--- src/rtl/utf8_byte_stream_decoder_core_defines.svh ---
// assertion macros shared by the decoder rtl
`ifndef UTF8_BYTE_STREAM_DECODER_CORE_DEFINES_SVH
`define UTF8_BYTE_STREAM_DECODER_CORE_DEFINES_SVH

`ifndef ASSERT_OFF
`define UBSD_ASSERT_IMPL(lbl, clk, rst, ante, cons) \
   lbl: assert property (@(posedge clk) disable iff (rst) (ante) |-> (cons)) \
      else $error("ubsd assertion failed");
`define UBSD_ASSERT_NEXT(lbl, clk, rst, ante, cons) \
   lbl: assert property (@(posedge clk) disable iff (rst) (ante) |=> (cons)) \
      else $error("ubsd assertion failed");
`else
`define UBSD_ASSERT_IMPL(lbl, clk, rst, ante, cons)
`define UBSD_ASSERT_NEXT(lbl, clk, rst, ante, cons)
`endif

`endif

--- src/rtl/ubsd_pkg.sv ---
package ubsd_pkg;

   localparam int CP_W = 21;
   localparam logic [CP_W-1:0] QMARK = CP_W'(63);

   localparam logic [2:0] LEN_BAD   = 3'd0;
   localparam logic [2:0] LEN_ASCII = 3'd1;
   localparam logic [2:0] LEN_TWO   = 3'd2;
   localparam logic [2:0] LEN_THREE = 3'd3;
   localparam logic [2:0] LEN_FOUR  = 3'd4;

   typedef struct packed {
      logic       load;
      logic [1:0] sel;
   } ctrl_cmd_type;

   typedef struct packed {
      logic [1:0] count;
   } dp_status_type;

   function automatic logic [2:0] lead_len(input logic [7:0] b);
      logic [2:0] n;
      if (b < 8'h80) begin
         n = LEN_ASCII;
      end else if ((b & 8'hE0) == 8'hC0) begin
         n = LEN_TWO;
      end else if ((b & 8'hF0) == 8'hE0) begin
         n = LEN_THREE;
      end else if ((b & 8'hF8) == 8'hF0) begin
         n = LEN_FOUR;
      end else begin
         n = LEN_BAD;
      end
      return n;
   endfunction

   // a byte standing alone at the text end
   function automatic logic [CP_W-1:0] single_cp(input logic [7:0] b);
      logic [CP_W-1:0] v;
      if (b < 8'h80) begin
         v = {{(CP_W-8){1'b0}}, b};
      end else begin
         v = QMARK;
      end
      return v;
   endfunction

endpackage

--- src/rtl/ubsd_if.sv ---
interface ubsd_req_if;
   logic       valid;
   logic       ready;
   logic [7:0] data_byte;
   logic       text_last;

   modport source (output valid, output data_byte, output text_last, input ready);
   modport sink (input valid, input data_byte, input text_last, output ready);
endinterface

interface ubsd_rsp_if;
   logic                      valid;
   logic                      ready;
   logic [ubsd_pkg::CP_W-1:0] code_point;
   logic                      run_end;

   modport source (output valid, output code_point, output run_end, input ready);
   modport sink (input valid, input code_point, input run_end, output ready);
endinterface

--- src/rtl/utf8_byte_stream_decoder_core.sv ---
// UTF-8 byte stream decoder: takes one byte per request with a flag on the
// final byte of a text and returns code points, '?' for a bad or cut-short
// lead. A new byte is taken every cycle while no result waits or the last
// is taken; a byte that only extends a sequence returns nothing. A final
// byte that cuts a sequence short returns two or three results, one per cycle
// from the result register while the receiver is ready, and the next byte
// waits until the last of them is taken. No clearing pass is needed after reset.
module utf8_byte_stream_decoder_core (
   input  logic       clock,
   input  logic       reset,
   ubsd_req_if.sink   req_chan,
   ubsd_rsp_if.source rsp_chan
);

   ubsd_pkg::ctrl_cmd_type  cmd;
   ubsd_pkg::dp_status_type status;
   logic                    req_ready;
   logic                    rsp_valid;
   logic                    rsp_run_end;
   logic [ubsd_pkg::CP_W-1:0] rsp_code_point;

   ubsd_ctrl u_ctrl (
      .clock       (clock),
      .reset       (reset),
      .req_valid   (req_chan.valid),
      .req_ready   (req_ready),
      .rsp_valid   (rsp_valid),
      .rsp_ready   (rsp_chan.ready),
      .rsp_run_end (rsp_run_end),
      .cmd         (cmd),
      .status      (status)
   );

   ubsd_datapath u_datapath (
      .clock      (clock),
      .reset      (reset),
      .cmd        (cmd),
      .status     (status),
      .data_byte  (req_chan.data_byte),
      .text_last  (req_chan.text_last),
      .code_point (rsp_code_point)
   );

   assign req_chan.ready      = req_ready;
   assign rsp_chan.valid      = rsp_valid;
   assign rsp_chan.code_point = rsp_code_point;
   assign rsp_chan.run_end    = rsp_run_end;

endmodule

--- src/rtl/ubsd_datapath.sv ---
`include "utf8_byte_stream_decoder_core_defines.svh"

module ubsd_datapath (
   input  logic                      clock,
   input  logic                      reset,
   input  ubsd_pkg::ctrl_cmd_type    cmd,
   output ubsd_pkg::dp_status_type   status,
   input  logic [7:0]                data_byte,
   input  logic                      text_last,
   output logic [ubsd_pkg::CP_W-1:0] code_point
);

   logic [7:0]                held0_ff, held1_ff, held2_ff;
   logic [7:0]                held0_in, held1_in, held2_in;
   logic [1:0]                held_count_ff, held_count_in;
   logic [2:0]                seq_len_ff, seq_len_in;
   logic [ubsd_pkg::CP_W-1:0] res0_ff, res1_ff, res2_ff;
   logic [ubsd_pkg::CP_W-1:0] res0_in, res1_in, res2_in;
   logic [1:0]                count;
   logic [2:0]                n;
   logic [2:0]                n_held1;

   assign n       = ubsd_pkg::lead_len(data_byte);
   assign n_held1 = ubsd_pkg::lead_len(held1_ff);

   always_comb begin
      held0_in      = held0_ff;
      held1_in      = held1_ff;
      held2_in      = held2_ff;
      held_count_in = held_count_ff;
      seq_len_in    = seq_len_ff;
      res0_in       = ubsd_pkg::QMARK;
      res1_in       = ubsd_pkg::QMARK;
      res2_in       = ubsd_pkg::QMARK;
      count         = 2'd0;
      if (seq_len_ff == 3'd0) begin
         if (n == ubsd_pkg::LEN_ASCII) begin
            res0_in = {{(ubsd_pkg::CP_W-8){1'b0}}, data_byte};
            count   = 2'd1;
         end else if ((n == ubsd_pkg::LEN_BAD) || text_last) begin
            count = 2'd1;
         end else begin
            held0_in      = data_byte;
            held_count_in = 2'd1;
            seq_len_in    = n;
         end
      end else if ((3'(held_count_ff) + 3'd1) >= seq_len_ff) begin
         // sequence complete
         case (held_count_ff)
            2'd1: res0_in = {10'b0, held0_ff[4:0], data_byte[5:0]};
            2'd2: res0_in = {5'b0, held0_ff[3:0], held1_ff[5:0], data_byte[5:0]};
            2'd3: res0_in = {held0_ff[2:0], held1_ff[5:0], held2_ff[5:0], data_byte[5:0]};
            default: res0_in = {{(ubsd_pkg::CP_W-8){1'b0}}, data_byte};
         endcase
         count         = 2'd1;
         held_count_in = 2'd0;
         seq_len_in    = 3'd0;
      end else if (!text_last) begin
         case (held_count_ff)
            2'd0: held0_in = data_byte;
            2'd1: held1_in = data_byte;
            default: held2_in = data_byte;
         endcase
         held_count_in = held_count_ff + 2'd1;
      end else begin
         // truncated at text end: lead gives '?', tail decoded again
         if (held_count_ff == 2'd2) begin
            if (n_held1 == ubsd_pkg::LEN_ASCII) begin
               res1_in = {{(ubsd_pkg::CP_W-8){1'b0}}, held1_ff};
               res2_in = ubsd_pkg::single_cp(data_byte);
               count   = 2'd3;
            end else if (n_held1 == ubsd_pkg::LEN_TWO) begin
               res1_in = {10'b0, held1_ff[4:0], data_byte[5:0]};
               count   = 2'd2;
            end else begin
               res2_in = ubsd_pkg::single_cp(data_byte);
               count   = 2'd3;
            end
         end else begin
            res1_in = ubsd_pkg::single_cp(data_byte);
            count   = 2'd2;
         end
         held_count_in = 2'd0;
         seq_len_in    = 3'd0;
      end
   end

   always_ff @(posedge clock) begin
      if (reset) begin
         held_count_ff <= 2'd0;
         seq_len_ff    <= 3'd0;
      end else if (cmd.load) begin
         held_count_ff <= held_count_in;
         seq_len_ff    <= seq_len_in;
      end
   end

   always_ff @(posedge clock) begin
      if (cmd.load) begin
         held0_ff <= held0_in;
         held1_ff <= held1_in;
         held2_ff <= held2_in;
         res0_ff  <= res0_in;
         res1_ff  <= res1_in;
         res2_ff  <= res2_in;
      end
   end

   always_comb begin
      case (cmd.sel)
         2'd0: code_point = res0_ff;
         2'd1: code_point = res1_ff;
         default: code_point = res2_ff;
      endcase
   end

   assign status.count = count;

   `UBSD_ASSERT_IMPL(a_open_count, clock, reset, seq_len_ff != 3'd0, (held_count_ff != 2'd0) && (3'(held_count_ff) < seq_len_ff))
   `UBSD_ASSERT_IMPL(a_closed_empty, clock, reset, seq_len_ff == 3'd0, held_count_ff == 2'd0)

endmodule

--- src/rtl/ubsd_ctrl.sv ---
`include "utf8_byte_stream_decoder_core_defines.svh"

module ubsd_ctrl (
   input  logic                    clock,
   input  logic                    reset,
   input  logic                    req_valid,
   output logic                    req_ready,
   output logic                    rsp_valid,
   input  logic                    rsp_ready,
   output logic                    rsp_run_end,
   output ubsd_pkg::ctrl_cmd_type  cmd,
   input  ubsd_pkg::dp_status_type status
);

   typedef enum logic [1:0] {
      ST_IDLE = 2'b01,
      ST_OUT  = 2'b10
   } state_type;

   state_type  state_ff, state_in;
   logic [1:0] pos_ff, pos_in;
   logic [1:0] cnt_ff, cnt_in;
   logic       is_last;
   logic       accept;

   assign is_last     = (pos_ff == (cnt_ff - 2'd1));
   assign req_ready   = (state_ff == ST_IDLE) || (rsp_ready && is_last);
   assign accept      = req_valid && req_ready;
   assign rsp_valid   = (state_ff == ST_OUT);
   assign rsp_run_end = is_last;
   assign cmd.load    = accept;
   assign cmd.sel     = pos_ff;

   always_comb begin
      state_in = state_ff;
      pos_in   = pos_ff;
      cnt_in   = cnt_ff;
      unique case (state_ff)
         ST_IDLE: begin
            if (accept && (status.count != 2'd0)) begin
               state_in = ST_OUT;
               pos_in   = 2'd0;
               cnt_in   = status.count;
            end
         end
         ST_OUT: begin
            if (rsp_ready) begin
               if (is_last) begin
                  if (accept && (status.count != 2'd0)) begin
                     pos_in = 2'd0;
                     cnt_in = status.count;
                  end else begin
                     state_in = ST_IDLE;
                  end
               end else begin
                  pos_in = pos_ff + 2'd1;
               end
            end
         end
         default: state_in = ST_IDLE;
      endcase
   end

   always_ff @(posedge clock) begin
      if (reset) begin
         state_ff <= ST_IDLE;
         pos_ff   <= 2'd0;
         cnt_ff   <= 2'd1;
      end else begin
         state_ff <= state_in;
         pos_ff   <= pos_in;
         cnt_ff   <= cnt_in;
      end
   end

   `UBSD_ASSERT_IMPL(a_pos_range, clock, reset, state_ff == ST_OUT, (cnt_ff != 2'd0) && (pos_ff < cnt_ff))
   `UBSD_ASSERT_IMPL(a_accept_on_last, clock, reset, accept && (state_ff == ST_OUT), rsp_ready && is_last)
   `UBSD_ASSERT_NEXT(a_silent_idle, clock, reset, accept && (status.count == 2'd0), state_ff == ST_IDLE)

endmodule

--- src/flat_wrapper.sv ---
// flat-port wrapper written by rule: the top's interface ports become plain ports
module utf8_byte_stream_decoder_core_flat 
  (clock, reset, req_chan_valid, req_chan_data_byte, req_chan_text_last, req_chan_ready, rsp_chan_valid, rsp_chan_code_point, rsp_chan_run_end, rsp_chan_ready);
  ubsd_req_if req_chan_i ();
  ubsd_rsp_if rsp_chan_i ();
  input  logic clock;
  input  logic reset;
  input wire logic [$bits(req_chan_i.valid)-1:0] req_chan_valid;
  input wire logic [$bits(req_chan_i.data_byte)-1:0] req_chan_data_byte;
  input wire logic [$bits(req_chan_i.text_last)-1:0] req_chan_text_last;
  output wire logic [$bits(req_chan_i.ready)-1:0] req_chan_ready;
  output wire logic [$bits(rsp_chan_i.valid)-1:0] rsp_chan_valid;
  output wire logic [$bits(rsp_chan_i.code_point)-1:0] rsp_chan_code_point;
  output wire logic [$bits(rsp_chan_i.run_end)-1:0] rsp_chan_run_end;
  input wire logic [$bits(rsp_chan_i.ready)-1:0] rsp_chan_ready;
  assign req_chan_i.valid = req_chan_valid;
  assign req_chan_i.data_byte = req_chan_data_byte;
  assign req_chan_i.text_last = req_chan_text_last;
  assign req_chan_ready = req_chan_i.ready;
  assign rsp_chan_valid = rsp_chan_i.valid;
  assign rsp_chan_code_point = rsp_chan_i.code_point;
  assign rsp_chan_run_end = rsp_chan_i.run_end;
  assign rsp_chan_i.ready = rsp_chan_ready;
  utf8_byte_stream_decoder_core u_core (.clock(clock), .reset(reset), .req_chan(req_chan_i), .rsp_chan(rsp_chan_i));
endmodule
--- config.mk ---
export PLATFORM = sky130hd
export DESIGN_NAME = utf8_byte_stream_decoder_core_flat
export DESIGN_NICKNAME = d
export VERILOG_FILES = /design/src/rtl/ubsd_pkg.sv /design/src/rtl/ubsd_if.sv /design/src/rtl/utf8_byte_stream_decoder_core.sv /design/src/rtl/ubsd_datapath.sv /design/src/rtl/ubsd_ctrl.sv /design/src/flat_wrapper.sv
export VERILOG_INCLUDE_DIRS = /design/src /design/src/rtl
export SDC_FILE = /design/constraint.sdc
export NUM_CORES = 1
export LEC_CHECK = 0
export ABC_AREA = 1
export BUFFER_PORTS_ARGS = -buffer_cell sky130_fd_sc_hd__buf_2
export CORE_AREA = 2 2 91 93
export CTS_CLUSTER_SIZE = 30
export DETAILED_ROUTE_END_ITERATION = 16
export DIE_AREA = 0 0 93 95
export PLACE_DENSITY = 0.72
export SLEW_MARGIN = 15
export SYNTH_ARGS = -nofsm -noshare
export SYNTH_HDL_FRONTEND = slang
export SYNTH_SLANG_ARGS = --single-unit
--- constraint.sdc ---
create_clock -name clock -period 3 [get_ports clock]
set_input_delay 0.15 -clock clock [delete_from_list [all_inputs] [get_ports clock]]
set_output_delay 0.15 -clock clock [all_outputs]
set_load 0.02 [all_outputs]
==> results of run 1 <==
## through the flow
step / worst slack (ns) / total power (uW) / hold slack (ns)
finish: 0.387 / 3350 / 0.0333
global route: 0.182 / 3560 / 0.0375
CTS: 0.392 / 3350 / 0.0345
detailed placement: 0.406 / 2720 / 0.401
global placement: 0.503 / 2680 / 0.391
floorplan: 0.225 / 2360 / 0.219
## final cells by class
cell class | count | share of cell area, %
well taps | 105 | 3.33
flip-flops and latches | 69 | 49.7
inverters | 60 | 5.70
multi-input cells | 222 | 31.4
repair buffers | 43 | 5.89
clock inverters | 6 | 0.760
clock buffers | 10 | 3.23
## cells by family after synthesis
| logic type | Yosys count |
|---|---|
| compound gates | 58 |
| fa+ha+maj | 9 |
| buf+inv | 67 |
| flops | 69 |
| simple gates | 155 |
## worst max-delay path by stage
stage / slack [ns] / cells after the start / end / start
finish: 0.39 / 13 / u_core.u_datapath.held1_ff[5] / u_core.u_datapath.held_count_ff[0]
global route: 0.18 / 13 / u_core.u_datapath.held1_ff[5] / u_core.u_datapath.held_count_ff[0]
CTS: 0.39 / 13 / u_core.u_datapath.held1_ff[6] / u_core.u_datapath.held_count_ff[0]
detailed placement: 0.41 / 13 / u_core.u_datapath.held1_ff[5] / u_core.u_datapath.held_count_ff[0]
global placement: 0.50 / 13 / u_core.u_datapath.held1_ff[7] / u_core.u_datapath.held_count_ff[0]
floorplan: 0.23 / 12 / u_core.u_datapath.held1_ff[0] / u_core.u_datapath.held_count_ff[0]
## state kept, by name, summed over array words and instances, names as in the netlist
signal and flops:
u_core.u_datapath.held0_ff 5, u_core.u_datapath.seq_len_ff 3, u_core.u_ctrl.cnt_ff 2, u_core.u_datapath.res0_ff 21
u_core.u_ctrl.state_ff 2, u_core.u_datapath.res2_ff 7, u_core.u_datapath.held2_ff 6, u_core.u_datapath.held1_ff 8
u_core.u_ctrl.pos_ff 2, u_core.u_datapath.held_count_ff 2, u_core.u_datapath.res1_ff 11
## worst max-delay path, cell delays in order, from the launching register on
cell and delay, ns:
dfxtp_1 0.42, inv_1 0.11, ha_1 0.32, ha_1 0.29
nand2_1 0.07, nor2_1 0.04, nor2_2 0.10, nand2_2 0.11
nor2_8 0.15, inv_2 0.09, nor2_4 0.17, inv_1 0.09
nor3_1 0.14, buf_4 0.20
## cells in the final DEF, fill, tap and decap left out, drive strengths merged, types with 2 or more instances in the layout
cell    synthesis  routed
clkinv          1       7
a221oi          3       3
a22oi           8       8
o22ai           6       6
nand3          20      20
clkbuf          5      10
inv            59      59
buf             2      43
edfxtp         58      58
dfxtp          11      11
o21ai          15      15
nor3           10      10
nand2          85      85
a22o            4       4
ha              9       9
o211ai          6       6
nand4           3       3
a21oi          11      11
nor2           36      36
o221ai          2       2
## power breakdown
group | switching (uW) | internal, uW
combinational | 966 | 403
sequential | 73.8 | 1270
clock | 347 | 290
total | 1390 | 1960
## per-layer routing
metal / vias up / global-route usage [%]
met3: 21 / 3.83
met2: 135 / 32.4
met1: 1259 / 24.9
met5: - / 0
met4: 0 / 9.19
li1: 1308 / -
==> metrics.yaml, run 1 <==
status:
  status: "finished clean"
floorplan:
  dieArea_sq_um: 8840
  rows: 33
  core_sq_um: 7930
  boundaryPins: 37
  die_w_um: 93
  die_h_um: 95
  initial_utilization_pct: 43.6
logic_synthesis:
  ys_warn_count: 0
  dominantRegCellSynth: "edfxtp_1"
  syn_nets: 380
  synthTopCellsByCount: "nand2_1, edfxtp_1, inv_1, nor2_1, nand3_1"
  async_reset_ff_share_pct: 0
  yosysMostFrequentCell: "nand2_1"
  syn_area_sq_um: 3460
  synth_top_family_by_area: "simple AND/OR/NAND/NOR gates"
  synth_edf_count: 58
  synthAdderAreaFrac_pct: 3.25
  yosysTopAreaCell: "edfxtp_1"
  ys_types: 36
  yosysSeqAreaShare_pct: 56.7
  synth-seq-cells: 69
  synth_simple_gate_area_share_pct: 21.1
  synthMuxAreaShare_pct: 0
  synthDominantCellAreaShare_pct: 50.3
  syn_avg_cell_area_sq_um: 9.66
  synth_xor_area_share_pct: 0
  syn_inst: 358
  synth_compound_area_share_pct: 11.5
  ys_top_cells_by_area: "edfxtp_1, nand2_1, dfxtp_1"
clock_tree:
  cts_resized: 0
  clock_sinks: 69
  root_buffer: "clkbuf_8"
  clk_pin_slew_ns: 0.07
  clock_latency_ns: 0.35
  numCtsBuffers: 9
  cts_htree_levels: 3
  cts_hold_buf: 0
  cts_tree: "built"
  clockBufferDepth: 2
  postCtsSetupBuffers: 0
global_route:
  grt_pass1_wl_um: 13000
  grt_use_total_pct: 19.6
  grt_pass1_vias: 2572
  gr-total-overflow: 0
  grt_max_degree: 24
  antenna_found_initial: 0
final_layout:
  layout.cells.non_filler: 515
  nFillCells: 751
  nets: 427
  multiInputGateArea_sq_um: 1240
  final_core_util_pct: 49.8
  drive_above_1_share_pct: 19.8
  diodes: 0
  areaGrowthSynthToFinish_pct: 14.2
  seq_area_sq_um: 1960
  postLayoutCellArea_sq_um: 3950
drt:
  vias: 2723
  wl_per_cell_um: 15.5
  ant_nets: 0
  wl_um: 7970
  top_layer: "met4"
  drt-initial-drc-count: 302
  wl_met1_um: 3380
  first_pass_iters: 5
  drc: 0
  viasPerCell: 5.29
  wl_met3_um: 565
  dr_wl_met2_um: 3780
placed_design:
  dp_hpwl_um: 5700
  gp_congestion: 0.899
  io_buffers: 36
  dp_cells: 499
  place_area_sq_um: 3790
min_path:
  holdPathStages: 2
  hp-class: "input port to flip-flop"
  hold_path.startpoint: "reset"
  hold_path_end: "u_core.u_datapath.held_count_ff[1]"
setup_path:
  worst_ep_required_time_ns: 3.06
  path_max_fanout: 8
  r2r_cells: 13
  crit_arrival_ns: 2.67
  r2r_slack_ns: 0.39
  worstReg2RegEnd: "u_core.u_datapath.held1_ff[5]"
  crit_path_end_kind: "flip-flop"
  r2r-start: "u_core.u_datapath.held_count_ff[0]"
  critical_path_class: "flip-flop to flip-flop"
  worstSetupStartpointType: "flip-flop"
timing:
  setup-tns-final_ns: 0
  rsz0062_at_grt: "false"
  finalClockSkew_ns: 0.0105
  max_freq_ghz: 0.383
  setup_viol: 0
  min_period_ns: 2.61
  fin_crit_sh_pct: 87.1
  tightest_slew_ns: 0.816
  timing.slew.headroom_pct: 45.6
  drv_slew: 0
  finalHoldViolCount: 0
power_and_ir_drop:
  vdd_ir_drop_max_mv: 0.467
  power_leakage_uw: 0.00164
  power_density_nw_per_um2: 848
job:
  drv_cap: 0
No activity file was read; power rests on OpenSTA's default activity.
==> inputs of run 2 (changes only) <==
--- a/config.mk
+++ b/config.mk
@@ -12,7 +12,7 @@
 export CTS_CLUSTER_SIZE = 30
 export DETAILED_ROUTE_END_ITERATION = 16
 export DIE_AREA = 0 0 93 95
-export PLACE_DENSITY = 0.72
+export PLACE_DENSITY = 0.7
 export SLEW_MARGIN = 15
 export SYNTH_ARGS = -nofsm -noshare
 export SYNTH_HDL_FRONTEND = slang
==> metrics.yaml, run 2 (synthesis results as in run 1) <==
status:
  status: "finished clean"  # unchanged
floorplan:
  dieArea_sq_um: 8840  # unchanged
  initial_utilization_pct: 43.6  # unchanged
  boundaryPins: 37  # unchanged
  die_w_um: 93  # unchanged
  core_sq_um: 7930  # unchanged
  die_h_um: 95  # unchanged
  rows: 33  # unchanged
setup_path:
  slowest_stage: "dfxtp_1"  # unchanged
  worstSetupStartpointType: "flip-flop"  # unchanged
  worst_ep_required_time_ns: 3.05  # was 3.06 ns
  critPathMaxStageDelay_ns: 0.43  # was 0.42 ns
  crit_path_cell_trace: "inv_1 > ha_1 > ha_1 > nand2_1 > nor2_1 > nor2_2 > nand2_2 > nor2_8 > inv_2 > nor2_4 > inv_1 > nor4_2 > buf_4"  # was inv_1 > ha_1 > ha_1 > nand2_1 > nor2_1 > nor2_2 > nand2_2 > nor2_8 > inv_2 > nor2_4 > inv_1 > nor3_1 > buf_4
  crit_arrival_ns: 2.71  # was 2.67 ns
  critical_path_class: "flip-flop to flip-flop"  # unchanged
  crit_path_end_kind: "flip-flop"  # unchanged
  path_max_fanout: 7  # was 8
clock_tree:
  clockBufferDepth: 2  # unchanged
  root_buffer: "clkbuf_8"  # unchanged
  cts_resized: 0  # unchanged
  cts_htree_levels: 3  # unchanged
  numCtsBuffers: 9  # unchanged
  clock_sinks: 69  # unchanged
  clk_pin_slew_ns: 0.07  # about the same
  cts_hold_buf: 0  # unchanged
  cts_tree: "built"  # unchanged
  postCtsSetupBuffers: 0  # unchanged
  clock_latency_ns: 0.34  # was 0.35 ns
final_layout:
  diodes: 0  # unchanged
  top_register: "u_core.u_datapath.res0_ff"  # unchanged
  nFillCells: 743  # was 751
  largest_registers: "u_core.u_datapath.res0_ff x21, u_core.u_datapath.res1_ff x11, u_core.u_datapath.held1_ff x8"  # unchanged
  multiInputGateArea_sq_um: 1240  # unchanged
  largest_reg_flops: 21  # unchanged
  areaGrowthSynthToFinish_pct: 14.3  # was 14.2%
  drive_above_1_share_pct: 20.2  # was 19.8%
  final_common_cell: "nand2_1"  # unchanged
  seq_area_sq_um: 1960  # unchanged
  nets: 428  # was 427
  layout_common_cells: "nand2_1, edfxtp_1, inv_1"  # unchanged
  final_core_util_pct: 49.9  # was 49.8%
power_and_ir_drop:
  vdd_ir_drop_max_mv: 0.559  # was 0.467 mV
  power_leakage_uw: 0.00165  # was 0.00164 uW
  power_density_nw_per_um2: 843  # was 848 nW/um^2
global_route:
  grt_pass1_vias: 2647  # was 2572
  grt_use_total_pct: 19.2  # was 19.6%
  gr-total-overflow: 0  # unchanged
  antenna_found_initial: 0  # unchanged
  grt_max_degree: 23  # was 24
  grt_pass1_wl_um: 12900  # was 13000 um
drt:
  viasPerCell: 5.21  # was 5.29
  wl_per_cell_um: 15.4  # was 15.5 um
  wl_um: 7920  # was 7970 um
  drt-initial-drc-count: 156  # was 302
  ant_nets: 0  # unchanged
  first_pass_iters: 4  # was 5
  drc: 0  # unchanged
  vias: 2683  # was 2723
min_path:
  hp-class: "input port to flip-flop"  # unchanged
timing:
  drv_slew: 0  # unchanged
  max_freq_ghz: 0.376  # was 0.383 GHz
  finalHoldViolCount: 0  # unchanged
  min_period_ns: 2.66  # was 2.61 ns
  setup_viol: 0  # unchanged
  setup-tns-final_ns: 0  # unchanged
  timing.slew.headroom_pct: 61.9  # was 45.6%
  rsz0062_at_grt: "false"  # unchanged
  tightest_slew_ns: 0.570  # was 0.816 ns
  finalClockSkew_ns: 0.00754  # was 0.0105 ns
  fin_crit_sh_pct: 88.8  # was 87.1%
placed_design:
  dp_hpwl_um: 5810  # was 5700 um
  gp_congestion: 0.882  # was 0.899
  io_buffers: 36  # unchanged
job:
  drv_cap: 0  # unchanged
-- run 2: cell type report --
cell class              count  area share [%]
multi-input cells         222            31.4
clock buffers               9            3.13
repair buffers             44            6.07
inverters                  60            5.69
clock inverters             6           0.791
flip-flops and latches     69            49.6
well taps                 105            3.32
-- run 2: worst paths after layout --
kind / endpoint / depth (start not counted) / startpoint / slack (ns)
max: u_core.u_datapath.held2_ff[0] / 13 / u_core.u_datapath.held_count_ff[0] / 0.34
min: u_core.u_ctrl.pos_ff[1] / 2 / reset / 0.04
max reg2reg: u_core.u_datapath.held2_ff[0] / 13 / u_core.u_datapath.held_count_ff[0] / 0.34
min reg2reg: u_core.u_ctrl.pos_ff[1] / 2 / u_core.u_ctrl.pos_ff[1] / 0.51
-- run 2: per-layer routing --
layer	routed length [um]	vias up	global-route usage [%]	part of all wire (%)
met2	3890	99	33.3	49
met1	3380	1244	23.5	43
met3	465	23	3.99	5.9
li1	-	1317	-	-
met4	197	0	7.60	2.5
met5	0	-	0	0
-- run 2: power breakdown --
part           leakage [uW]  switching [uW]  internal (uW)
clock network     0.0000837             338            286
logic              0.000961             962            404
registers          0.000606            75.1           1270
total               0.00165            1380           1960
-- run 2: worst max-delay path, delay by kind of cell (launching register included) --
family / cells / cell delay, ns
flip-flops: 1 / 0.43
AND/OR/NAND/NOR: 7 / 0.82
buffers and inverters: 4 / 0.50
adder cells (fa/ha/maj): 2 / 0.63
-- run 2: stage by stage --
stage | power [uW] | cell area (sq um) | setup slack [ns] | cells | hold slack (ns)
3_5_place_dp | 2730 | 3800 | 0.372 | 500 | 0.397
6_report | 3330 | 3960 | 0.337 | 515 | 0.0398
5_1_grt | 3550 | 3960 | 0.155 | 515 | 0.0323
3_3_place_gp | 2690 | 3800 | 0.506 | 500 | 0.388
4_1_cts | 3340 | 3960 | 0.357 | 515 | 0.0429
2_1_floorplan | 2360 | 3460 | 0.225 | 358 | 0.219
==> inputs of run 3 (changes only) <==
--- a/config.mk
+++ b/config.mk
@@ -12,8 +12,10 @@
 export CTS_CLUSTER_SIZE = 30
 export DETAILED_ROUTE_END_ITERATION = 16
 export DIE_AREA = 0 0 93 95
+export MAX_ROUTING_LAYER = met4
 export PLACE_DENSITY = 0.7
 export SLEW_MARGIN = 15
 export SYNTH_ARGS = -nofsm -noshare
 export SYNTH_HDL_FRONTEND = slang
+export SYNTH_HIERARCHICAL = 1
 export SYNTH_SLANG_ARGS = --single-unit
==> metrics.yaml, run 3 <==
global_route:
  grt_pass1_wl_um: 12000  # was 12900 um
  grt_max_degree: 36  # was 23
  grt_pass1_vias: 2461  # was 2647
  grt_use_total_pct: 18.5  # was 19.2%
  gr-total-overflow: 0  # unchanged
  antenna_found_initial: 0  # unchanged
logic_synthesis:
  synthDominantCellAreaShare_pct: 50.2  # was 50.3%
  syn_area_sq_um: 3470  # was 3460 sq um
  ys_warn_count: 6  # was 0
  yosysSeqAreaShare_pct: 56.6  # was 56.7%
  syn_avg_cell_area_sq_um: 9.42  # was 9.66 sq um
  ys_top_cells_by_area: "edfxtp_1, nand2_1, dfxtp_1"  # unchanged
  async_reset_ff_share_pct: 0  # unchanged
  synthTopCellsByCount: "nand2_1, edfxtp_1, nor2_1, inv_1, nand3_1"  # was nand2_1, edfxtp_1, inv_1, nor2_1, nand3_1
  yosysTopAreaCell: "edfxtp_1"  # unchanged
  yosysMostFrequentCell: "nand2_1"  # unchanged
  syn_nets: 388  # was 380
  ys_types: 39  # was 36
  synth-seq-cells: 69  # unchanged
  dominantRegCellSynth: "edfxtp_1"  # unchanged
  syn_inst: 368  # was 358
  synth_edf_count: 58  # unchanged
setup_path:
  slowest_stage: "dfxtp_1"  # unchanged
  crit_family: "simple AND/OR/NAND/NOR gates"  # unchanged
  worstSetupStartpointType: "flip-flop"  # unchanged
  path_depth: 14  # was 13
  critical_path_class: "flip-flop to flip-flop"  # unchanged
  r2r_cells: 14  # was 13
  path_max_fanout: 6  # was 7
  r2r_slack_ns: 0.27  # was 0.34 ns
  cp_common_cell: "nand3_1"
  critPathMaxStageDelay_ns: 0.44  # was 0.43 ns
  worst_ep_required_time_ns: 3.27  # was 3.05 ns
  startpoint: "u_core/u_datapath/held_count_ff[0]"  # was u_core.u_datapath.held_count_ff[0]
  crit_path_cell_trace: "inv_1 > ha_1 > ha_1 > nand3_1 > and2_4 > nand2_4 > nand2_2 > nand2_2 > inv_2 > o311ai_0 > or2_1 > nand3_1 > nand3_1 > a21oi_1"  # was inv_1 > ha_1 > ha_1 > nand2_1 > nor2_1 > nor2_2 > nand2_2 > nor2_8 > inv_2 > nor2_4 > inv_1 > nor4_2 > buf_4
  crit_arrival_ns: 3.01  # was 2.71 ns
  crit_path_end_kind: "flip-flop"  # unchanged
  crit_buf_inv: 2  # was 4
  r2r-start: "u_core/u_datapath/held_count_ff[0]"  # was u_core.u_datapath.held_count_ff[0]
min_path:
  holdPathStages: 2  # unchanged
  hp-class: "input port to flip-flop"  # unchanged
  hold_path.startpoint: "reset"  # unchanged
final_layout:
  nFillCells: 739  # was 743
  areaGrowthSynthToFinish_pct: 16.0  # was 14.3%
  final_core_util_pct: 50.7  # was 49.9%
  largest_registers: "u_core/u_datapath/res0_ff x21, u_core/u_datapath/res1_ff x11, u_core/u_datapath/held1_ff x8"  # was u_core.u_datapath.res0_ff x21, u_core.u_datapath.res1_ff x11, u_core.u_datapath.held1_ff x8
  diodes: 0  # unchanged
  drive_above_1_share_pct: 20.5  # was 20.2%
  multiInputGateArea_sq_um: 1280  # was 1240 sq um
  seq_area_sq_um: 1960  # unchanged
  top_register: "u_core/u_datapath/res0_ff"  # was u_core.u_datapath.res0_ff
  nets: 435  # was 428
  layout_common_cells: "nand2_1, edfxtp_1, nor2_1"  # was nand2_1, edfxtp_1, inv_1
  largest_reg_flops: 21  # unchanged
  final_common_cell: "nand2_1"  # unchanged
timing:
  rsz0062_at_grt: "false"  # unchanged
  min_period_ns: 2.73  # was 2.66 ns
  setup-tns-final_ns: 0  # unchanged
  setup_viol: 0  # unchanged
  setup_ws_ns: 0.267  # was 0.337 ns
  fin_crit_sh_pct: 91.1  # was 88.8%
  finalHoldViolCount: 0  # unchanged
  finalClockSkew_ns: 0.00587  # was 0.00754 ns
  drv_slew: 0  # unchanged
  tightest_slew_ns: 0.722  # was 0.570 ns
  timing.slew.headroom_pct: 51.7  # was 61.9%
  max_freq_ghz: 0.366  # was 0.376 GHz
job:
  drv_cap: 0  # unchanged
drt:
  wl_um: 7330  # was 7920 um
  ant_nets: 0  # unchanged
  drt-initial-drc-count: 196  # was 156
  vias: 2614  # was 2683
  wl_per_cell_um: 14.0  # was 15.4 um
  first_pass_iters: 4  # unchanged
  drc: 0  # unchanged
  viasPerCell: 4.98  # was 5.21
clock_tree:
  root_buffer: "clkbuf_8"  # unchanged
  clock_latency_ns: 0.34  # about the same
  clockBufferDepth: 2  # unchanged
  cts_resized: 0  # unchanged
  numCtsBuffers: 9  # unchanged
  cts_htree_levels: 3  # unchanged
  clk_pin_slew_ns: 0.07  # about the same
  postCtsSetupBuffers: 0  # unchanged
  cts_hold_buf: 0  # unchanged
  clock_sinks: 69  # unchanged
  cts_tree: "built"  # unchanged
floorplan:
  boundaryPins: 37  # unchanged
  core_sq_um: 7930  # unchanged
  rows: 33  # unchanged
  dieArea_sq_um: 8840  # unchanged
  initial_utilization_pct: 43.7  # was 43.6%
  die_h_um: 95  # unchanged
  die_w_um: 93  # unchanged
power_and_ir_drop:
  power_leakage_uw: 0.00164  # was 0.00165 uW
  power_density_nw_per_um2: 855  # was 843 nW/um^2
  vdd_ir_drop_max_mv: 0.481  # was 0.559 mV
  total_power_uw: 3440  # was 3330 uW
placed_design:
  place_ws_ns: 0.317  # was 0.372 ns
  io_buffers: 36  # unchanged
  gp_congestion: 0.864  # was 0.882
  dp_hpwl_um: 5380  # was 5810 um
status:
  status: "finished clean"  # unchanged
[run 3: changes by cell type in the layout (fill, tap and decap cells not counted), moves of 8 or more]
cell,change
inv_1,-15
nand2_1,+19
a22oi_1,-8
nor3_1,-9
nor2_1,+14
[run 3: final timing paths]
path | to
worst min register to register | u_core/u_datapath/held_count_ff[1]
worst max register to register | u_core/u_ctrl/pos_ff[1]
worst min-delay path | u_core/u_ctrl/state_ff[1]
worst max-delay path | u_core/u_ctrl/pos_ff[1]
[run 3: where the power goes]
group	internal, uW	total [uW]	switching [uW]
Sequential	1220	1290	73.0
Combinational	447	1330	878
Clock	468	818	350
[run 3: layer usage]
layer  share of wire, %  vias to the layer above  GRT usage [%]
met4                1.8                        0           7.97
met3                5.1                       10           4.47
met1                 46                     1207           24.0
met5                  0                        -              -
met2                 47                       75           28.0
li1                   -                     1322              -
[run 3: stage by stage]
| stage | cell area, sq um | hold slack, ns | instances |
|---|---|---|---|
| after floorplan | 3470 | 0.218 | 368 |
| final | 4020 | 0.0442 | 525 |
| after global placement | 3800 | 0.393 | 509 |
| after detailed placement | 3800 | 0.399 | 509 |
| after CTS | 4020 | 0.0282 | 525 |
| after global routing | 4020 | 0.0393 | 525 |
[run 3: cells by family after synthesis]
logic type / synth area share [%]
AND/OR/NAND/NOR: 25.4
flip-flops: 56.6
buffers and inverters: 6.78
AO/OA/AOI/OAI: 8.48
adder cells (fa/ha/maj): 2.53
XOR/XNOR: 0.253
[run 3: cell type report]
class,instances,area share [%]
clock buffers,10,3.17
clock inverters,6,2.18
inverters,48,4.82
multi-input cells,243,31.8
flip-flops and latches,69,48.8
well taps,105,3.27
repair buffers,44,5.98
[run 3: worst reg2reg max path, cell delays in order, from the launching register on]
cell and delay [ns]:
dfxtp_1 0.44, inv_1 0.10, ha_1 0.32, ha_1 0.30
nand3_1 0.10, and2_4 0.16, nand2_4 0.07, nand2_2 0.13
nand2_2 0.10, inv_2 0.10, o311ai_0 0.17, or2_1 0.32
nand3_1 0.14, nand3_1 0.09, a21oi_1 0.14
